File: src/rtl/lsch_pkg.sv
// shared types and constants for the lottery scheduler
`default_nettype none

package lsch_pkg;

  // request and response field widths
  localparam int OPCODE_W = 1;
  localparam int PROC_W   = 4;
  localparam int STATE_W  = 2;
  localparam int TICKET_W = 16;
  localparam int RANDOM_W = 32;
  localparam int TOTAL_W  = 20;
  localparam int MCNT_W   = $clog2(RANDOM_W);

  localparam logic [TOTAL_W-1:0] TOTAL_MAX = '1;

  typedef enum logic [OPCODE_W-1:0] {
    OP_WRITE   = 1'b0,
    OP_RESCHED = 1'b1
  } opcode_e;

  typedef enum logic [STATE_W-1:0] {
    RS_FREE    = 2'd0,
    RS_RUNNING = 2'd1,
    RS_READY   = 2'd2,
    RS_BLOCKED = 2'd3
  } run_state_e;

  typedef enum logic [2:0] {
    ST_IDLE,
    ST_WRITE,
    ST_SUM,
    ST_MOD,
    ST_PICK,
    ST_DEMOTE,
    ST_PROMOTE,
    ST_FINISH
  } ctrl_state_e;

  typedef struct packed {
    logic load;
    logic wr_entry;
    logic walk_clr;
    logic sum_walk;
    logic latch_total;
    logic mod_step;
    logic pick_walk;
    logic demote;
    logic promote;
    logic emit;
  } dp_cmd_t;

  typedef struct packed {
    logic is_write;
    logic walk_done;
    logic total_zero;
    logic mod_last;
    logic found;
  } dp_sts_t;

endpackage

`default_nettype wire

File: src/rtl/lsch_req_if.sv
// request channel of the lottery scheduler
`default_nettype none

interface lsch_req_if;
  logic                           valid;
  logic                           ready;
  logic [lsch_pkg::OPCODE_W-1:0]  opcode;
  logic [lsch_pkg::PROC_W-1:0]    proc_index;
  logic [lsch_pkg::STATE_W-1:0]   run_state;
  logic [lsch_pkg::TICKET_W-1:0]  ticket_count;
  logic [lsch_pkg::RANDOM_W-1:0]  random_word;

  modport source (
    output valid, opcode, proc_index, run_state, ticket_count, random_word,
    input  ready
  );

  modport sink (
    input  valid, opcode, proc_index, run_state, ticket_count, random_word,
    output ready
  );
endinterface

`default_nettype wire

File: src/rtl/lsch_rsp_if.sv
// response channel of the lottery scheduler
`default_nettype none

interface lsch_rsp_if;
  logic                          valid;
  logic                          ready;
  logic                          winner_found;
  logic [lsch_pkg::PROC_W-1:0]   winner_index;
  logic [lsch_pkg::TOTAL_W-1:0]  ticket_sum;

  modport source (
    output valid, winner_found, winner_index, ticket_sum,
    input  ready
  );

  modport sink (
    input  valid, winner_found, winner_index, ticket_sum,
    output ready
  );
endinterface

`default_nettype wire

File: src/rtl/lsch_ram.sv
// generic single-write, single-read ram with registered read data
`default_nettype none

module lsch_ram #(
  parameter int WIDTH = 8,
  parameter int DEPTH = 16
) (
  input  wire logic                     clk_i,
  input  wire logic                     we_i,
  input  wire logic [$clog2(DEPTH)-1:0] waddr_i,
  input  wire logic [WIDTH-1:0]         wdata_i,
  input  wire logic [$clog2(DEPTH)-1:0] raddr_i,
  output logic      [WIDTH-1:0]         rdata_o
);

  logic [WIDTH-1:0] mem_q [DEPTH];
  logic [WIDTH-1:0] rdata_q;

  always_ff @(posedge clk_i) begin
    if (we_i) begin
      mem_q[waddr_i] <= wdata_i;
    end
    rdata_q <= mem_q[raddr_i];
  end

  assign rdata_o = rdata_q;

endmodule

`default_nettype wire

File: src/rtl/lsch_ctrl.sv
// sequencing state machine of the lottery scheduler
`default_nettype none

module lsch_ctrl (
  input  wire logic                         clk_i,
  input  wire logic                         rst_ni,
  input  wire logic                         req_valid_i,
  input  wire logic [lsch_pkg::OPCODE_W-1:0] req_opcode_i,
  output logic                              req_ready_o,
  output logic                              rsp_valid_o,
  input  wire logic                         rsp_ready_i,
  input  wire lsch_pkg::dp_sts_t            sts_i,
  output lsch_pkg::dp_cmd_t                 cmd_o
);

  lsch_pkg::ctrl_state_e state_q, state_d;
  logic                  out_valid_q, out_valid_d;

  always_ff @(posedge clk_i or negedge rst_ni) begin
    if (!rst_ni) begin
      state_q     <= lsch_pkg::ST_IDLE;
      out_valid_q <= 1'b0;
    end else begin
      state_q     <= state_d;
      out_valid_q <= out_valid_d;
    end
  end

  always_comb begin
    state_d     = state_q;
    cmd_o       = '0;
    req_ready_o = 1'b0;
    case (state_q)
      lsch_pkg::ST_IDLE: begin
        req_ready_o = 1'b1;
        if (req_valid_i) begin
          cmd_o.load     = 1'b1;
          cmd_o.walk_clr = 1'b1;
          state_d = (req_opcode_i == lsch_pkg::OP_WRITE) ? lsch_pkg::ST_WRITE
                                                         : lsch_pkg::ST_SUM;
        end
      end
      lsch_pkg::ST_WRITE: begin
        cmd_o.wr_entry = 1'b1;
        state_d        = lsch_pkg::ST_SUM;
      end
      lsch_pkg::ST_SUM: begin
        cmd_o.sum_walk = 1'b1;
        if (sts_i.walk_done) begin
          cmd_o.latch_total = 1'b1;
          state_d = (sts_i.is_write || sts_i.total_zero) ? lsch_pkg::ST_FINISH
                                                         : lsch_pkg::ST_MOD;
        end
      end
      lsch_pkg::ST_MOD: begin
        cmd_o.mod_step = 1'b1;
        if (sts_i.mod_last) begin
          cmd_o.walk_clr = 1'b1;
          state_d        = lsch_pkg::ST_PICK;
        end
      end
      lsch_pkg::ST_PICK: begin
        cmd_o.pick_walk = 1'b1;
        if (sts_i.found) begin
          state_d = lsch_pkg::ST_DEMOTE;
        end
      end
      lsch_pkg::ST_DEMOTE: begin
        cmd_o.demote = 1'b1;
        state_d      = lsch_pkg::ST_PROMOTE;
      end
      lsch_pkg::ST_PROMOTE: begin
        cmd_o.promote = 1'b1;
        state_d       = lsch_pkg::ST_FINISH;
      end
      lsch_pkg::ST_FINISH: begin
        // wait for the output register to drain
        if (!out_valid_q || rsp_ready_i) begin
          cmd_o.emit = 1'b1;
          state_d    = lsch_pkg::ST_IDLE;
        end
      end
      default: begin
        state_d = lsch_pkg::ST_IDLE;
      end
    endcase
  end

  assign out_valid_d = cmd_o.emit | (out_valid_q & ~rsp_ready_i);
  assign rsp_valid_o = out_valid_q;

`ifndef NO_ASSERTIONS
  a_accept_leaves_idle: assert property (@(posedge clk_i) disable iff (!rst_ni)
    (req_valid_i && req_ready_o) |=> (state_q != lsch_pkg::ST_IDLE))
    else $error("accepted request left controller idle");

  a_rsp_from_finish: assert property (@(posedge clk_i) disable iff (!rst_ni)
    $rose(rsp_valid_o) |-> $past(state_q == lsch_pkg::ST_FINISH))
    else $error("response raised outside finish state");

  a_promote_after_demote: assert property (@(posedge clk_i) disable iff (!rst_ni)
    (state_q == lsch_pkg::ST_PROMOTE) |-> ($past(state_q) == lsch_pkg::ST_DEMOTE))
    else $error("promote not preceded by demote");
`endif

endmodule

`default_nettype wire

File: src/rtl/lsch_dp.sv
// datapath: process table, ticket walks, modulo reduction and result register
`default_nettype none

module lsch_dp #(
  parameter int NUM_PROCS   = 16,
  parameter int TICKET_BITS = 16
) (
  input  wire logic                          clk_i,
  input  wire logic                          rst_ni,
  input  wire lsch_pkg::dp_cmd_t             cmd_i,
  output lsch_pkg::dp_sts_t                  sts_o,
  input  wire logic [lsch_pkg::OPCODE_W-1:0] req_opcode_i,
  input  wire logic [lsch_pkg::PROC_W-1:0]   req_proc_index_i,
  input  wire logic [lsch_pkg::STATE_W-1:0]  req_run_state_i,
  input  wire logic [lsch_pkg::TICKET_W-1:0] req_ticket_count_i,
  input  wire logic [lsch_pkg::RANDOM_W-1:0] req_random_word_i,
  output logic                               rsp_winner_found_o,
  output logic      [lsch_pkg::PROC_W-1:0]   rsp_winner_index_o,
  output logic      [lsch_pkg::TOTAL_W-1:0]  rsp_ticket_sum_o
);

  localparam int PW      = lsch_pkg::PROC_W;
  localparam int SW      = lsch_pkg::STATE_W;
  localparam int RW      = lsch_pkg::RANDOM_W;
  localparam int TW      = lsch_pkg::TOTAL_W;
  localparam int MW      = lsch_pkg::MCNT_W;
  localparam int IDX_W   = $clog2(NUM_PROCS);
  localparam int CNT_W   = $clog2(NUM_PROCS + 1);
  localparam int TKW     = (TICKET_BITS < lsch_pkg::TICKET_W) ? TICKET_BITS
                                                              : lsch_pkg::TICKET_W;
  localparam int SUM_W   = TKW + $clog2(NUM_PROCS);
  localparam int ENTRY_W = SW + TKW;
  localparam int CMP_W   = (SUM_W > TW) ? SUM_W : TW;

  // captured request
  logic                op_write_q;
  logic [PW-1:0]       proc_q;
  logic [SW-1:0]       state_in_q;
  logic [TKW-1:0]      tk_in_q;
  logic [RW-1:0]       rnd_q;

  // table and walk
  logic [NUM_PROCS-1:0] vld_q;
  logic                 rd_vld_q;
  logic                 rd_pend_q;
  logic [IDX_W-1:0]     rd_idx_q;
  logic [CNT_W-1:0]     cnt_q;
  logic [SUM_W-1:0]     acc_q;
  logic [SUM_W-1:0]     total_q;
  logic [SUM_W-1:0]     rem_q;
  logic [MW-1:0]        mod_cnt_q;
  logic                 found_q;
  logic [IDX_W-1:0]     win_idx_q;
  logic [TKW-1:0]       win_tk_q;
  logic                 demoted_q;
  logic [TKW-1:0]       cur_tk_q;
  logic [IDX_W-1:0]     run_idx_q;
  logic                 res_found_q;

  logic                 ram_we;
  logic [IDX_W-1:0]     ram_waddr;
  logic [ENTRY_W-1:0]   ram_wdata;
  logic [IDX_W-1:0]     ram_raddr;
  logic [ENTRY_W-1:0]   ram_rdata;

  logic [ENTRY_W-1:0]   ent;
  logic [SW-1:0]        ent_state;
  logic [TKW-1:0]       ent_tk;
  logic                 ent_elig;
  logic [SUM_W-1:0]     acc_next;
  logic                 walking;
  logic                 issue;
  logic                 walk_done;
  logic                 hit;
  logic                 write_ok;
  logic [SUM_W:0]       mod_t;
  logic [SUM_W-1:0]     rem_next;
  logic [CMP_W-1:0]     total_wide;
  logic [TW-1:0]        total_sat;

  lsch_ram #(
    .WIDTH (ENTRY_W),
    .DEPTH (NUM_PROCS)
  ) u_table (
    .clk_i   (clk_i),
    .we_i    (ram_we),
    .waddr_i (ram_waddr),
    .wdata_i (ram_wdata),
    .raddr_i (ram_raddr),
    .rdata_o (ram_rdata)
  );

  // entries never written read as free with no tickets
  assign ent       = rd_vld_q ? ram_rdata : '0;
  assign ent_state = ent[ENTRY_W-1 -: SW];
  assign ent_tk    = ent[TKW-1:0];
  assign ent_elig  = (ent_state == lsch_pkg::RS_RUNNING) ||
                     (ent_state == lsch_pkg::RS_READY);
  assign acc_next  = acc_q + (ent_elig ? SUM_W'(ent_tk) : '0);

  assign walking   = cmd_i.sum_walk | cmd_i.pick_walk;
  assign issue     = walking && (cnt_q != CNT_W'(NUM_PROCS));
  assign ram_raddr = cnt_q[IDX_W-1:0];
  assign walk_done = (cnt_q == CNT_W'(NUM_PROCS)) && !rd_pend_q;
  assign hit       = cmd_i.pick_walk && rd_pend_q && !found_q && (rem_q < acc_next);

  assign write_ok  = 32'(proc_q) < 32'(NUM_PROCS);

  always_comb begin
    ram_we    = 1'b0;
    ram_waddr = IDX_W'(proc_q);
    ram_wdata = {state_in_q, tk_in_q};
    if (cmd_i.wr_entry && write_ok) begin
      ram_we = 1'b1;
    end else if (cmd_i.demote && demoted_q && (win_idx_q != run_idx_q)) begin
      ram_we    = 1'b1;
      ram_waddr = run_idx_q;
      ram_wdata = {lsch_pkg::RS_READY, cur_tk_q};
    end else if (cmd_i.promote) begin
      ram_we    = 1'b1;
      ram_waddr = win_idx_q;
      ram_wdata = {lsch_pkg::RS_RUNNING, win_tk_q};
    end
  end

  // restoring remainder, one dividend bit per step
  assign mod_t    = {rem_q, rnd_q[RW-1]};
  assign rem_next = (mod_t >= {1'b0, total_q}) ? SUM_W'(mod_t - {1'b0, total_q})
                                               : SUM_W'(mod_t);

  assign total_wide = CMP_W'(total_q);
  assign total_sat  = (total_wide > CMP_W'(lsch_pkg::TOTAL_MAX)) ? lsch_pkg::TOTAL_MAX
                                                                 : TW'(total_wide);

  always_ff @(posedge clk_i or negedge rst_ni) begin
    if (!rst_ni) begin
      vld_q       <= '0;
      rd_vld_q    <= 1'b0;
      rd_pend_q   <= 1'b0;
      cnt_q       <= '0;
      found_q     <= 1'b0;
      run_idx_q   <= '0;
      res_found_q <= 1'b0;
      mod_cnt_q   <= '0;
    end else begin
      rd_vld_q <= vld_q[ram_raddr];
      if (ram_we) begin
        vld_q[ram_waddr] <= 1'b1;
      end
      if (cmd_i.load) begin
        res_found_q <= 1'b0;
      end
      if (cmd_i.walk_clr) begin
        cnt_q     <= '0;
        rd_pend_q <= 1'b0;
        found_q   <= 1'b0;
      end else begin
        rd_pend_q <= issue;
        if (issue) begin
          cnt_q <= cnt_q + CNT_W'(1);
        end
        if (hit) begin
          found_q <= 1'b1;
        end
      end
      if (cmd_i.latch_total) begin
        mod_cnt_q <= '0;
      end else if (cmd_i.mod_step) begin
        mod_cnt_q <= mod_cnt_q + MW'(1);
      end
      if (cmd_i.promote) begin
        run_idx_q   <= win_idx_q;
        res_found_q <= 1'b1;
      end
    end
  end

  always_ff @(posedge clk_i) begin
    if (cmd_i.load) begin
      op_write_q <= (req_opcode_i == lsch_pkg::OP_WRITE);
      proc_q     <= req_proc_index_i;
      state_in_q <= req_run_state_i;
      tk_in_q    <= req_ticket_count_i[TKW-1:0];
    end
    rd_idx_q <= ram_raddr;
    if (cmd_i.walk_clr) begin
      acc_q <= '0;
    end else if (rd_pend_q && (cmd_i.sum_walk || (cmd_i.pick_walk && !found_q))) begin
      acc_q <= acc_next;
    end
    // the entry at the running index is seen once during the sum walk
    if (cmd_i.sum_walk && rd_pend_q && (rd_idx_q == run_idx_q)) begin
      demoted_q <= (ent_state == lsch_pkg::RS_RUNNING);
      cur_tk_q  <= ent_tk;
    end
    if (hit) begin
      win_idx_q <= rd_idx_q;
      win_tk_q  <= ent_tk;
    end
    if (cmd_i.latch_total) begin
      total_q <= acc_q;
      rem_q   <= '0;
    end else if (cmd_i.mod_step) begin
      rem_q <= rem_next;
    end
    if (cmd_i.load) begin
      rnd_q <= req_random_word_i;
    end else if (cmd_i.mod_step) begin
      rnd_q <= {rnd_q[RW-2:0], 1'b0};
    end
    if (cmd_i.emit) begin
      rsp_winner_found_o <= res_found_q;
      rsp_winner_index_o <= PW'(run_idx_q);
      rsp_ticket_sum_o   <= total_sat;
    end
  end

  assign sts_o.is_write   = op_write_q;
  assign sts_o.walk_done  = walk_done;
  assign sts_o.total_zero = (acc_q == '0);
  assign sts_o.mod_last   = (mod_cnt_q == MW'(RW - 1));
  assign sts_o.found      = found_q;

`ifndef NO_ASSERTIONS
  a_draw_below_total: assert property (@(posedge clk_i) disable iff (!rst_ni)
    cmd_i.pick_walk |-> (rem_q < total_q))
    else $error("draw not below ticket total");

  a_pick_finds_winner: assert property (@(posedge clk_i) disable iff (!rst_ni)
    (cmd_i.pick_walk && walk_done) |-> found_q)
    else $error("winner walk ended without a winner");

  a_run_idx_range: assert property (@(posedge clk_i) disable iff (!rst_ni)
    32'(run_idx_q) < 32'(NUM_PROCS))
    else $error("running index out of table range");
`endif

endmodule

`default_nettype wire

File: src/rtl/lottery_scheduler_top.sv
// top level of the lottery scheduler
`default_nettype none

// Lottery scheduler over a table of NUM_PROCS process entries, each with a
// run state and a ticket count, held in a small ram with one valid bit per
// entry so the table reads as all free right after reset. A write request
// updates one entry; a reschedule request draws random_word modulo the total
// of ready and running tickets and makes the drawn entry running. One request
// is in work at a time and one response comes back per request; the next
// request is taken while the previous response waits in the output register.
// A write is followed by the summing walk, which reads one table entry per
// cycle. A reschedule with a nonzero total runs two table walks plus a
// 32-step restoring remainder unit, the second walk stopping at the winner;
// with a zero total it ends after the sum. A response sink that holds a
// waiting response back holds the controller in its finish state.

module lottery_scheduler_top #(
  parameter int NUM_PROCS   = 16,
  parameter int TICKET_BITS = 16
) (
  input wire logic    clk_i,
  input wire logic    rst_ni,
  lsch_req_if.sink    req_i,
  lsch_rsp_if.source  rsp_o
);

  lsch_pkg::dp_cmd_t cmd;
  lsch_pkg::dp_sts_t sts;

  lsch_ctrl u_ctrl (
    .clk_i        (clk_i),
    .rst_ni       (rst_ni),
    .req_valid_i  (req_i.valid),
    .req_opcode_i (req_i.opcode),
    .req_ready_o  (req_i.ready),
    .rsp_valid_o  (rsp_o.valid),
    .rsp_ready_i  (rsp_o.ready),
    .sts_i        (sts),
    .cmd_o        (cmd)
  );

  lsch_dp #(
    .NUM_PROCS   (NUM_PROCS),
    .TICKET_BITS (TICKET_BITS)
  ) u_dp (
    .clk_i              (clk_i),
    .rst_ni             (rst_ni),
    .cmd_i              (cmd),
    .sts_o              (sts),
    .req_opcode_i       (req_i.opcode),
    .req_proc_index_i   (req_i.proc_index),
    .req_run_state_i    (req_i.run_state),
    .req_ticket_count_i (req_i.ticket_count),
    .req_random_word_i  (req_i.random_word),
    .rsp_winner_found_o (rsp_o.winner_found),
    .rsp_winner_index_o (rsp_o.winner_index),
    .rsp_ticket_sum_o   (rsp_o.ticket_sum)
  );

endmodule

`default_nettype wire

File: src/flat_wrapper.sv
// flat-port wrapper written by rule: the top's interface ports become plain ports
module lottery_scheduler_top_flat 
#(
  parameter int NUM_PROCS   = 16,
  parameter int TICKET_BITS = 16
)
  (clk_i, rst_ni, req_i_valid, req_i_opcode, req_i_proc_index, req_i_run_state, req_i_ticket_count, req_i_random_word, req_i_ready, rsp_o_valid, rsp_o_winner_found, rsp_o_winner_index, rsp_o_ticket_sum, rsp_o_ready);
  lsch_req_if req_i_i ();
  lsch_rsp_if rsp_o_i ();
  input wire logic clk_i;
  input wire logic rst_ni;
  input wire logic [$bits(req_i_i.valid)-1:0] req_i_valid;
  input wire logic [$bits(req_i_i.opcode)-1:0] req_i_opcode;
  input wire logic [$bits(req_i_i.proc_index)-1:0] req_i_proc_index;
  input wire logic [$bits(req_i_i.run_state)-1:0] req_i_run_state;
  input wire logic [$bits(req_i_i.ticket_count)-1:0] req_i_ticket_count;
  input wire logic [$bits(req_i_i.random_word)-1:0] req_i_random_word;
  output wire logic [$bits(req_i_i.ready)-1:0] req_i_ready;
  output wire logic [$bits(rsp_o_i.valid)-1:0] rsp_o_valid;
  output wire logic [$bits(rsp_o_i.winner_found)-1:0] rsp_o_winner_found;
  output wire logic [$bits(rsp_o_i.winner_index)-1:0] rsp_o_winner_index;
  output wire logic [$bits(rsp_o_i.ticket_sum)-1:0] rsp_o_ticket_sum;
  input wire logic [$bits(rsp_o_i.ready)-1:0] rsp_o_ready;
  assign req_i_i.valid = req_i_valid;
  assign req_i_i.opcode = req_i_opcode;
  assign req_i_i.proc_index = req_i_proc_index;
  assign req_i_i.run_state = req_i_run_state;
  assign req_i_i.ticket_count = req_i_ticket_count;
  assign req_i_i.random_word = req_i_random_word;
  assign req_i_ready = req_i_i.ready;
  assign rsp_o_valid = rsp_o_i.valid;
  assign rsp_o_winner_found = rsp_o_i.winner_found;
  assign rsp_o_winner_index = rsp_o_i.winner_index;
  assign rsp_o_ticket_sum = rsp_o_i.ticket_sum;
  assign rsp_o_i.ready = rsp_o_ready;
  lottery_scheduler_top #(.NUM_PROCS(NUM_PROCS), .TICKET_BITS(TICKET_BITS)) u_core (.clk_i(clk_i), .rst_ni(rst_ni), .req_i(req_i_i), .rsp_o(rsp_o_i));
endmodule
File: config.mk
export PLATFORM = sky130hd
export DESIGN_NAME = lottery_scheduler_top_flat
export DESIGN_NICKNAME = d
export VERILOG_FILES = /design/src/rtl/lsch_pkg.sv /design/src/rtl/lsch_req_if.sv /design/src/rtl/lsch_rsp_if.sv /design/src/rtl/lsch_ram.sv /design/src/rtl/lsch_ctrl.sv /design/src/rtl/lsch_dp.sv /design/src/rtl/lottery_scheduler_top.sv /design/src/flat_wrapper.sv
export SDC_FILE = /design/constraint.sdc
export NUM_CORES = 1
export LEC_CHECK = 0
export ABC_AREA = 1
export BUFFER_PORTS_ARGS = -buffer_cell sky130_fd_sc_hd__buf_2
export CAP_MARGIN = 20
export CORE_MARGIN = 3
export CORE_UTILIZATION = 55
export DETAILED_ROUTE_END_ITERATION = 8
export PLACE_DENSITY = 0.7
export SYNTH_ARGS = -nofsm -noshare
export SYNTH_HDL_FRONTEND = slang
export SYNTH_HIERARCHICAL = 1
export SYNTH_SLANG_ARGS = --single-unit
File: constraint.sdc
create_clock -name clk_i -period 9 [get_ports clk_i]
set_input_delay 1.8 -clock clk_i [delete_from_list [all_inputs] [get_ports clk_i]]
set_output_delay 1.8 -clock clk_i [all_outputs]
set_load 0.05 [all_outputs]
# ---- Yosys cells after proc, flatten, opt, wreduce, memory -nomap -nowiden
# Memory sizes are Yosys's and may differ from the RTL's. A register that Yosys moved wholly into a read port is not among the register bits.
# Cells that the tools add are included.
dict set report word_totals {
  rom_bits 0
  reg_bits 219
  memories 1
  ram_bits 288
  latchBits 0
  word_cells 140
  out_inout_bits 27
  in_bits 59
}
dict set report op_classes {
  shift 0
  div_mod_pow 0
  bitwise 6
  addsub 4
  n_eq_ne 19
  n_mul 0
  order_cmp 6
  n_reduce_logical 27
  n_mux 51
}
# memory depth width read_ports rd_ports_with_merged_regs write_ports line_no
set memory_table {}
lappend memory_table {u_core.u_dp.u_table.mem_q 16 18 1 1 1 lsch_ram.sv:16} ;# logic [WIDTH-1:0] mem_q [DEPTH];
# operator n
set op_table {}
lappend op_table {{$mux W18} 4}
lappend op_table {{$mux W32} 2}
lappend op_table {{$mux W1} 24}
lappend op_table {{$pmux W3 S8} 1}
lappend op_table {{$ge A21 B20 Y1} 1}
lappend op_table {{$add A20 B16 Y20} 1}
lappend op_table {{$gt A20 B20 Y1 const B} 1}
lappend op_table {{$logic_not A20 Y1} 1}
lappend op_table {{$lt A20 B20 Y1} 1}
lappend op_table {{$mux W20} 1}
lappend op_table {{$mux W5} 4}
lappend op_table {{$sub A20 B20 Y20} 1}
lappend op_table {{$mux W3} 6}
lappend op_table {{$mux W16} 1}
lappend op_table {{$or A16 B16 Y16} 1}
lappend op_table {{$eq A3 B3 Y1 const B} 4}
lappend op_table {{$logic_and A1 B1 Y1} 12}
lappend op_table {{$mux W4} 3}
lappend op_table {{$add A5 B1 Y5 const B} 2}
lappend op_table {{$eq A5 B5 Y1 const B} 2}
lappend op_table {{$lt A4 B5 Y1 const B} 2}
lappend op_table {{$reduce_bool A2 Y1} 5}
lappend op_table {{$ne A2 B2 Y1 const B} 4}
lappend op_table {{$eq A3 B2 Y1 const B} 2}
lappend op_table {{19 further kinds} 27}

# ---- Longest topological paths before layout
# Gate-level depths: netlist (run 1).
dict set report depth {
  depth_word 11
  ltp_mapped 27
  ltp_nobuf 24
}

# ---- Cells and area by module
# The synthesis (run 1) kept the hierarchy.
# module area_each_um2 cells_each seq_area_each_um2 instances
set modules_own_cells {}
lappend modules_own_cells {lsch_ram 12762.2 1203 9008.6 1}
lappend modules_own_cells {lsch_dp 11758.8 1406 5845.6 1}
lappend modules_own_cells {lsch_ctrl 486.7 74 100.1 1}

# ---- Worst setup path after synthesis (run 1)
# No wires, ideal clock.
dict set report synth_timing {
  path_type {input -> register}
  from {input port req_i_valid}
  to {register u_core.u_dp.rnd_q[0] (enable)}
  required_time_ns 8.611
  slack_ns 4.410
  path_buffers 2
  t_arrival_ns 4.200
  stages 6
  setup_time_ns 0.389
  path_cell_list {inv_1 > nor2_1 > clkbuf_1 > inv_1 > clkbuf_1 > nand2_1}
}
# item line_no
set synth_rtl {}
lappend synth_rtl {{start: declaration} flat_wrapper.sv:12} ;# input wire logic [$bits(req_i_i.valid)-1:0] req_i_valid;
lappend synth_rtl {{end signal: assignment} lsch_dp.sv:207} ;# rnd_q <= req_random_word_i;
lappend synth_rtl {{end signal: assignment} lsch_dp.sv:209} ;# rnd_q <= {rnd_q[RW-2:0], 1'b0};
lappend synth_rtl {{end: declaration} lsch_dp.sv:40} ;# logic [RW-1:0] rnd_q;

# ---- Worst setup path in the final report (run 1)
dict set report layout_timing {
  from {register u_core.u_dp.rd_vld_q}
  to {register u_core.u_dp.win_tk_q[5] (enable)}
}
dict set report layout_via {
  elab_chain_len 7
  word_cells_on_any_way 8
  classes_between {add/sub (1); order compare (1); eq/ne (2); mux (2); reduce/logical (2)}
}
# item line_no
set layout_lines {}
lappend layout_lines {{start: declaration} lsch_dp.sv:44} ;# logic rd_vld_q;
lappend layout_lines {{start signal: assignment} lsch_dp.sv:146} ;# rd_vld_q <= vld_q[ram_raddr];
lappend layout_lines {{$mux W18 (*)} lsch_dp.sv:94} ;# assign ent = rd_vld_q ? ram_rdata : '0;
lappend layout_lines {{$eq A2 B1 Y1 or $eq A2 B2 Y1 (tied branches)} {lsch_dp.sv:97, lsch_dp.sv:98}}
lappend layout_lines {{$logic_or A1 B1 Y1} lsch_dp.sv:97} ;# assign ent_elig = (ent_state == lsch_pkg::RS_RUNNING) ||
lappend layout_lines {{$mux W16 (*)} lsch_dp.sv:99} ;# assign acc_next = acc_q + (ent_elig ? SUM_W'(ent_tk) : '0);
lappend layout_lines {{$add A20 B16 Y20 (*)} lsch_dp.sv:99}
lappend layout_lines {{$lt A20 B20 Y1 (*)} lsch_dp.sv:105} ;# assign hit = cmd_i.pick_walk && rd_pend_q && !found_q && (rem_q < acc_next);
lappend layout_lines {{$logic_and A1 B1 Y1 (*)} lsch_dp.sv:105}
lappend layout_lines {{net u_core.u_dp.hit} lsch_dp.sv:74} ;# logic hit;
lappend layout_lines {{end signal: assignment} lsch_dp.sv:198} ;# win_tk_q <= ent_tk;
lappend layout_lines {{end: declaration} lsch_dp.sv:54} ;# logic [TKW-1:0] win_tk_q;
# The timed path passes the listed nets; every way through them passes the cells marked *.
# A chain may end at the register's enable or synchronous reset.

==> qor.yml, run 1 <==
syn-num-nets: 2808
crit_required_ns: 9.21
ios: 86
synth_common_cells: "nand2_1 (786), edfxtp_1 (425), inv_1 (422), nand3_1 (310), nor2_1 (139)"
async_reset_ff_share_pct: 7.24
grt_pass1_vias: 17000
setup_ws_ns: 3.77
cts_root_buffer: "clkbuf_16"
p_sw_mw: 3.61
cts_setup_buffers: 0
relSlewSlack_pct: 28.9
post_cts_resized: 0
maxSlewViolCount: 0
grt_pass1_wl_mm: 95.7
power_density_nw_per_um2: 335
swShare_pct: 39.0
synth_top_cell_by_area: "edfxtp_1"
wl_met2_mm: 29.4
clk_pin_slew_worst_paths_ns: 0.06
worst_slew_pin_slew_ns: 1.06
syn2layout_area_growth_pct: 10.7
synth_area_leaders: "edfxtp_1 (51%), nand2_1 (12%), inv_1 (6.3%)"
via_per_inst: 5.34
cts.sinks: 525
die_h_um: 219
grt_max_degree: 105
period_share_pct: 58.1
netlist.area_leader.share_pct: 51.0
antenna_cells: 0
antenna_found_initial: 0
worst_setup_path_end_kind: "register"
die-area_sq_um: 48100
ys_types: 52
crit_top_cell: "nand2_1"
highest_layer: "met4"
totalWireLength_mm: 61.5
fp-row-count: 77
start_kind: "register"
ys_seq_elements: 525
internal_power_mw: 5.66
p_seq_share_pct: 39.2
max_cap_viol_count: 0
fp.dieW_um: 219
timing_hold_violations_final: 0
status: "finished clean"
synth_flop_cell: "edfxtp_1"
finalClockSkew_ns: 0.0313
avgSynthCellArea_sq_um: 9.32
ant_nets: 0
core_area_sq_um: 44600
drc: 0
synth_cells: 2683
pre_cts_slack_ns: 3.83
drtPass1Iterations: 6
crit_slowest_cell: "dfrtp_1"
cp_max_fo: 20
fin_tns_setup_ns: 0
syn_area_sq_um: 25000
wl_met1_mm: 27.1
clockPowerShare_pct: 24.3
tritoncts: "yes"
grt-ovfl-total: 0
track_usage_pct: 25.8
routed-wl-met3_mm: 3.66
drt_iter0_markers: 1742
fmax_mhz: 191
min_period_ns: 5.23
ys_warn_count: 6
clock_latency_ns: 0.61
cp_slowest_stage_delay_ns: 0.70
ir_worst_vdd_v: 0.000164
drive_above_1_share_pct: 10.5
wl_per_cell_um: 18.3
p_leak_nw: 12.4
yosysSeqAreaShare_pct: 59.8
numCtsBuffers: 53
dpl.hpwl_mm: 39.3
initial_core_util_pct: 56.1
clk_path_buf_depth: 3
nets: 2856
cts_hold_buf: 0
worstPathArrival_ns: 5.44
critical_path_class: "reg2reg"
setup_viol: 0
vias: 18000
power_frac_comb_pct: 36.5
h-tree-depth: 2
rsz0062_at_grt: "false"
routabilityCongestion: 0.912
synthMostInstantiatedCell: "nand2_1"
portBuffers: 85
path_cells: "nand2_1 -> ha_1 -> nor2_1 -> ha_1 -> inv_1 -> fa_1 -> inv_1 -> nand2_1 -> o21ai_1 -> nand2_1 -> nand2_1 -> nand3b_1 -> nand2_1 -> nand2_1 -> and2_1 -> ha_1 -> nand2_1 -> o21ai_0 -> a21oi_1 -> nand4_1 -> inv_1"
synth_edf_count: 425
hold_path.class: "reg2reg"
registers in the layout, indices dropped and copies added, names as in the netlist, 16 cells and up:
| name | cells |
|---|---|
| u_core/u_dp/acc_q | 20 |
| u_core/u_dp/cur_tk_q | 16 |
| u_core/u_dp/rem_q | 20 |
| u_core/u_dp/rnd_q | 32 |
| u_core/u_dp/rsp_ticket_sum_o | 20 |
| u_core/u_dp/tk_in_q | 16 |
| u_core/u_dp/total_q | 20 |
| u_core/u_dp/u_table/mem_q | 288 |
| u_core/u_dp/u_table/rdata_o | 18 |
| u_core/u_dp/vld_q | 16 |
| u_core/u_dp/win_tk_q | 16 |
routing by layer:
metal / vias to the layer above / GRT usage, %
li1: 8797 / -
met1: 8509 / 37.0
met2: 582 / 42.5
met3: 91 / 2.70
met4: 0 / 6.91
met5: - / 0
worst max-delay path, delay by kind of cell, from the launching register on:
kind | cells | cell delay, ns
and+or+nand+nor | 11 | 1.29
adders and majority gates | 4 | 1.44
DFF | 1 | 0.70
AOI/OAI and AO/OA | 3 | 0.58
buffers and inverters | 3 | 0.85
power by group through the flow:
stage / registers, mW / clock network, mW / logic [mW]
after detailed placement: 3.68 / 0 / 3.34
after global routing: 3.68 / 2.40 / 3.81
after floorplan: 3.53 / 0 / 2.54
after CTS: 3.63 / 2.29 / 3.36
final: 3.63 / 2.25 / 3.38
after global placement: 3.67 / 0 / 3.28
per-stage QoR:
stage | hold slack [ns] | util, % | total power, mW | std cells | area, sq um
finish | 0.450 | 62.0 | 9.27 | 3367 | 27700
global route | 0.461 | 62.0 | 9.89 | 3367 | 27700
CTS | 0.450 | 61.9 | 9.29 | 3364 | 27600
detailed placement | 0.435 | 57.9 | 7.02 | 3265 | 25800
global placement | 0.433 | 57.9 | 6.94 | 3265 | 25800
floorplan | 0.390 | - | 6.06 | 2683 | 25000
worst paths after layout:
check	start	to	slack [ns]	depth (start not counted)
setup / recovery	u_core/u_dp/rd_vld_q	u_core/u_dp/win_tk_q[5]	3.77	21
hold / removal	u_core/u_dp/vld_q[2]	u_core/u_dp/vld_q[2]	0.45	2
setup reg to reg	u_core/u_dp/rd_vld_q	u_core/u_dp/win_tk_q[5]	3.77	21
hold reg to reg	u_core/u_dp/vld_q[2]	u_core/u_dp/vld_q[2]	0.45	2
max in group asynchronous	rst_ni	u_core/u_dp/cnt_q[0]	7.03	1
min in group asynchronous	rst_ni	u_core/u_ctrl/rsp_valid_o	1.32	1
cells by family (layout without fill, tap and decap cells):
kind of cell    Yosys count  count (layout)  share of synthesized area [%]
fa+ha+maj                66              66                           3.36
compound gates          160             160                           3.51
flops                   525             525                           59.8
xor+xnor                 16              16                          0.560
buf+inv                 560             652                           9.22
simple gates           1356            1356                           23.5
placed cells by master, fill, tap and decap left out, types with 4 or more instances in the layout:
master,Yosys,layout
nand3b_1,11,11
xnor2_1,11,11
o21ai_1,14,14
ha_1,64,64
clkbuf_1,51,9
buf_4,8,20
bufinv_16,0,7
xor2_1,5,5
buf_2,36,85
nor2_2,9,16
nor2_1,139,121
dfrtp_1,38,36
inv_2,16,16
nand3_1,310,310
a21oi_1,58,57
edfxtp_1,425,425
clkinv_1,5,14
clkbuf_8,0,6
o21ai_0,51,51
or2_2,4,4
nor2_4,0,11
clkbuf_16,0,53
dfxtp_1,62,62
nor3_1,15,15
nand4_1,18,18
nand3_2,16,16
and2_1,11,11
clkinv_2,0,9
o22ai_1,17,17
nand2_2,23,23
nand2_1,786,786
o211ai_1,8,8
inv_1,422,422
nor4_1,6,6
final cells by class:
type                       instances  area (sq um)
clock buffer                      68          1440
clock inverter                    31           358
fill                            3619         16900
inverter                         445          1680
multi-input combinational       1598          7860
sequential                       525         15000
tap                              592           741
timing repair buffer             108           644
No activity file was read; power rests on OpenSTA's default activity.
==> inputs of run 2 (changes only) <==
--- a/config.mk
+++ b/config.mk
@@ -5,7 +5,7 @@
 export SDC_FILE = /design/constraint.sdc
 export NUM_CORES = 1
 export LEC_CHECK = 0
-export ABC_AREA = 1
+export ABC_AREA = 0
 export BUFFER_PORTS_ARGS = -buffer_cell sky130_fd_sc_hd__buf_2
 export CAP_MARGIN = 20
 export CORE_MARGIN = 3
==> constraint.sdc (replaced) <==
create_clock -name clk_i -period 5.1 [get_ports clk_i]
set_input_delay 1.02 -clock clk_i [delete_from_list [all_inputs] [get_ports clk_i]]
set_output_delay 1.02 -clock clk_i [all_outputs]
set_load 0.05 [all_outputs]
==> run 2 against run 1 <==
Flip-flop and latch count did not move. Cell area fell by 6.3%. Sequential share of layout area rose by 3.6 points. Cell count fell by 34%. Critical endpoint is now u_core/u_dp/win_tk_q[13]. Critical path type unchanged. Clock skew fell by 0.0071 ns. Die area fell by 7.5%. Maximum frequency rose by 8.5%. Worst setup slack got worse by 3.5 ns. Non-clock buffer count rose by 35. Largest power group unchanged.
==> qor.yml, run 2 <==
timing_hold_violations_final: 0  # unchanged
ios: 86  # unchanged
period_share_pct: 94.5  # +36 points
start_kind: "register"
grt-ovfl-total: 0  # unchanged
cp_max_fo: 20  # unchanged
max_cap_viol_count: 0  # unchanged
netlist.area_leader.share_pct: 55.3  # +4.3 points
p_seq_share_pct: 41.4  # +2.2 points
p_sw_mw: 5.18  # +43%
synth_flop_cell: "edfxtp_1"
synth_edf_count: 425  # unchanged
regMostFlops: "u_core/u_dp/u_table/mem_q"
routabilityCongestion: 0.867  # -4.8%
layout_commonest_cell: "edfxtp_1"
fin_tns_setup_ns: 0  # unchanged
grt_pass1_wl_mm: 77.9  # -19%
syn-num-nets: 1678  # -40%
power_density_nw_per_um2: 589  # +76%
grt_max_degree: 72  # -31%
initial_core_util_pct: 56.1  # +0.085 points
async_reset_ff_share_pct: 7.24  # unchanged
status: "finished clean"
antenna_cells: 0  # unchanged
r2r_start: "u_core/u_dp/rd_vld_q"
ys_warn_count: 6  # unchanged
core_area_sq_um: 41100  # -7.8%
worstPathArrival_ns: 5.10  # -0.34 ns
startpoint: "u_core/u_dp/rd_vld_q"
clock_latency_ns: 0.60  # about the same
fmax_mhz: 207  # +8.5%
clk_path_buf_depth: 3  # unchanged
avgSynthCellArea_sq_um: 14.9  # +59%
cts_hold_buf: 0  # unchanged
drtPass1Iterations: 5  # -1
cts_root_buffer: "clkbuf_16"
die_h_um: 211  # -3.8%
p_leak_nw: 9.33  # -25%
crit_required_ns: 5.38  # -3.83 ns
ir_worst_vdd_v: 0.000314  # +91%
ys_seq_elements: 525  # unchanged
antenna_found_initial: 0  # unchanged
syn_area_sq_um: 23100  # -7.7%
clockPowerShare_pct: 24.1  # -0.2 points
power_frac_comb_pct: 34.5  # -2.0 points
power.total_mw: 15.3  # +65%
synth_cells: 1553  # -42%
vias: 13500  # -25%
portBuffers: 85  # unchanged
totalWireLength_mm: 50.0  # -19%
fp-row-count: 74  # -3.9%
synth_top_cell_by_area: "edfxtp_1"
worst_slew_pin_slew_ns: 1.05  # -0.0170 ns
nets: 1784  # -38%
syn2layout_area_growth_pct: 12.3
tritoncts: "yes"
drc: 0  # unchanged
hold_path.class: "reg2reg"
track_usage_pct: 22.8  # -3.0 points
ys_types: 86  # +65%
synth_common_cells: "edfxtp_1 (425), nand2_1 (86), nor2_1 (82), ha_1 (64), clkbuf_1 (63)"
ant_nets: 0  # unchanged
drive_above_1_share_pct: 21.5  # +11 points
finalClockSkew_ns: 0.0242  # -0.00706 ns
layout_common_cells: "edfxtp_1 (425), nand2_1 (86), buf_2 (85)"
grt_pass1_vias: 13500  # -21%
wl_per_cell_um: 22.4  # +23%
rsz0062_at_grt: "false"
synthMostInstantiatedCell: "edfxtp_1"
internal_power_mw: 10.1  # +78%
largestRegisters: "u_core/u_dp/u_table/mem_q: 288 flops, u_core/u_dp/rnd_q: 32 flops"
numCtsBuffers: 53  # unchanged
largest_reg_flops: 288  # unchanged
yosysSeqAreaShare_pct: 64.8  # +5.0 points
cts.sinks: 525  # unchanged
via_per_inst: 6.04  # +13%
min_period_ns: 4.82  # -0.411 ns
relSlewSlack_pct: 30.3  # +1.4 points
clk_pin_slew_worst_paths_ns: 0.06  # about the same
worst_setup_path_end_kind: "register"
crit_end: "u_core/u_dp/win_tk_q[13]"
maxSlewViolCount: 0  # unchanged
worst_r2r_path_depth: 22  # +4.8%
fp.dieW_um: 211  # -3.8%
die-area_sq_um: 44500  # -7.5%
h-tree-depth: 2  # unchanged
r2r_setup_slack_ns: 0.28  # -3.49 ns
critical_path_class: "reg2reg"
r2r_end: "u_core/u_dp/win_tk_q[13]"
dpl.hpwl_mm: 32.5  # -17%
swShare_pct: 33.9  # -5.0 points
drt_iter0_markers: 938  # -46%
setup_viol: 0  # unchanged
synth_area_leaders: "edfxtp_1 (55%), dfxtp_1 (5.4%), mux4_2 (5.4%)"
==> run 2: cell count changes after synthesis, moves of 37 or more <==
cell     previous run  this run
nand3_1           310        34
nand2_1           786        86
mux2_2              0        37
inv_1             422        49
mux4_2              0        55
nor2_1            139        82
a22oi_1             0        54
==> run 2: timing repair <==
action	CTS	global route
resized for setup	0	6
setup buffers	0	2
setup endpoints to repair	0	20
==> run 2: worst min-delay path by stage <==
stage	startpoint	end	slack, ns	depth (start not counted)
6_report	u_core/u_dp/vld_q[2]	u_core/u_dp/vld_q[2]	0.45	1
5_1_grt	u_core/u_dp/vld_q[2]	u_core/u_dp/vld_q[2]	0.47	1
4_1_cts	u_core/u_dp/rd_idx_q[3]	u_core/u_dp/win_idx_q[3]	0.45	0
3_5_place_dp	u_core/u_dp/rd_idx_q[3]	u_core/u_dp/win_idx_q[3]	0.44	0
3_3_place_gp	u_core/u_dp/vld_q[14]	u_core/u_dp/vld_q[14]	0.43	1
2_1_floorplan	u_core/u_dp/cnt_q[0]	u_core/u_dp/rd_idx_q[0]	0.41	0
==> run 2: power by group through the flow <==
stage	clock network, mW	registers, mW	logic (mW)
after floorplan	0	6.24	3.93
after global placement	0	6.38	5.09
after detailed placement	0	6.42	5.22
after CTS	3.76	6.33	5.26
after global routing	3.92	6.42	5.80
final	3.68	6.32	5.27
==> run 2: final cells by class <==
type                       count  area (sq um)
fill                        3032         15200
multi-input combinational    887          7590
clock buffer                  75          1470
inverter                      49           184
clock inverter                21           185
timing repair buffer         143           873
tap                          532           666
sequential                   525         15000
==> run 2: per-layer routing <==
metal	vias to the layer above	global-route usage, %	share of wire (%)
met4	0	7.02	2.5
met2	365	37.9	50
met1	6798	32.0	43
met5	-	0	0
met3	83	2.93	5.1
li1	6227	-	-
==> run 2: critical path, stage by stage, from the launching register on <==
cell and delay (ns):
dfrtp_1 0.39, and2_1 0.15, ha_1 0.32, nor2b_1 0.17
ha_2 0.21, inv_1 0.05, fa_1 0.39, nor2b_1 0.13
o21a_1 0.14, o21ai_0 0.13, a211o_1 0.34, o21ai_2 0.17
a21oi_1 0.10, xor2_1 0.18, ha_1 0.20, a21o_1 0.18
a21o_1 0.17, a21oi_1 0.19, nor2b_2 0.19, o2111ai_1 0.12
o21ai_1 0.17, and4_2 0.26, buf_12 0.19
==> run 2: cell families (layout without fill, tap and decap cells) <==
logic type	after synthesis	count (layout)	share of synthesized area [%]
fa+ha+maj	66	66	3.64
simple gates	361	361	8.04
buf+inv	141	288	2.72
mux	133	133	10.5
flops	525	525	64.8
compound gates	287	287	8.79
xor+xnor	40	40	1.52
==> run 2: per-stage QoR <==
stage	util (%)	area (sq um)	instances	hold WS [ns]	setup slack, ns
finish	63.1	25900	2232	0.450	0.279
CTS	63.0	25900	2230	0.451	0.108
global placement	59.0	24200	2134	0.434	0.279
global route	63.1	25900	2232	0.466	0.000762
floorplan	-	23100	1553	0.411	0.174
detailed placement	59.0	24200	2134	0.439	0.142
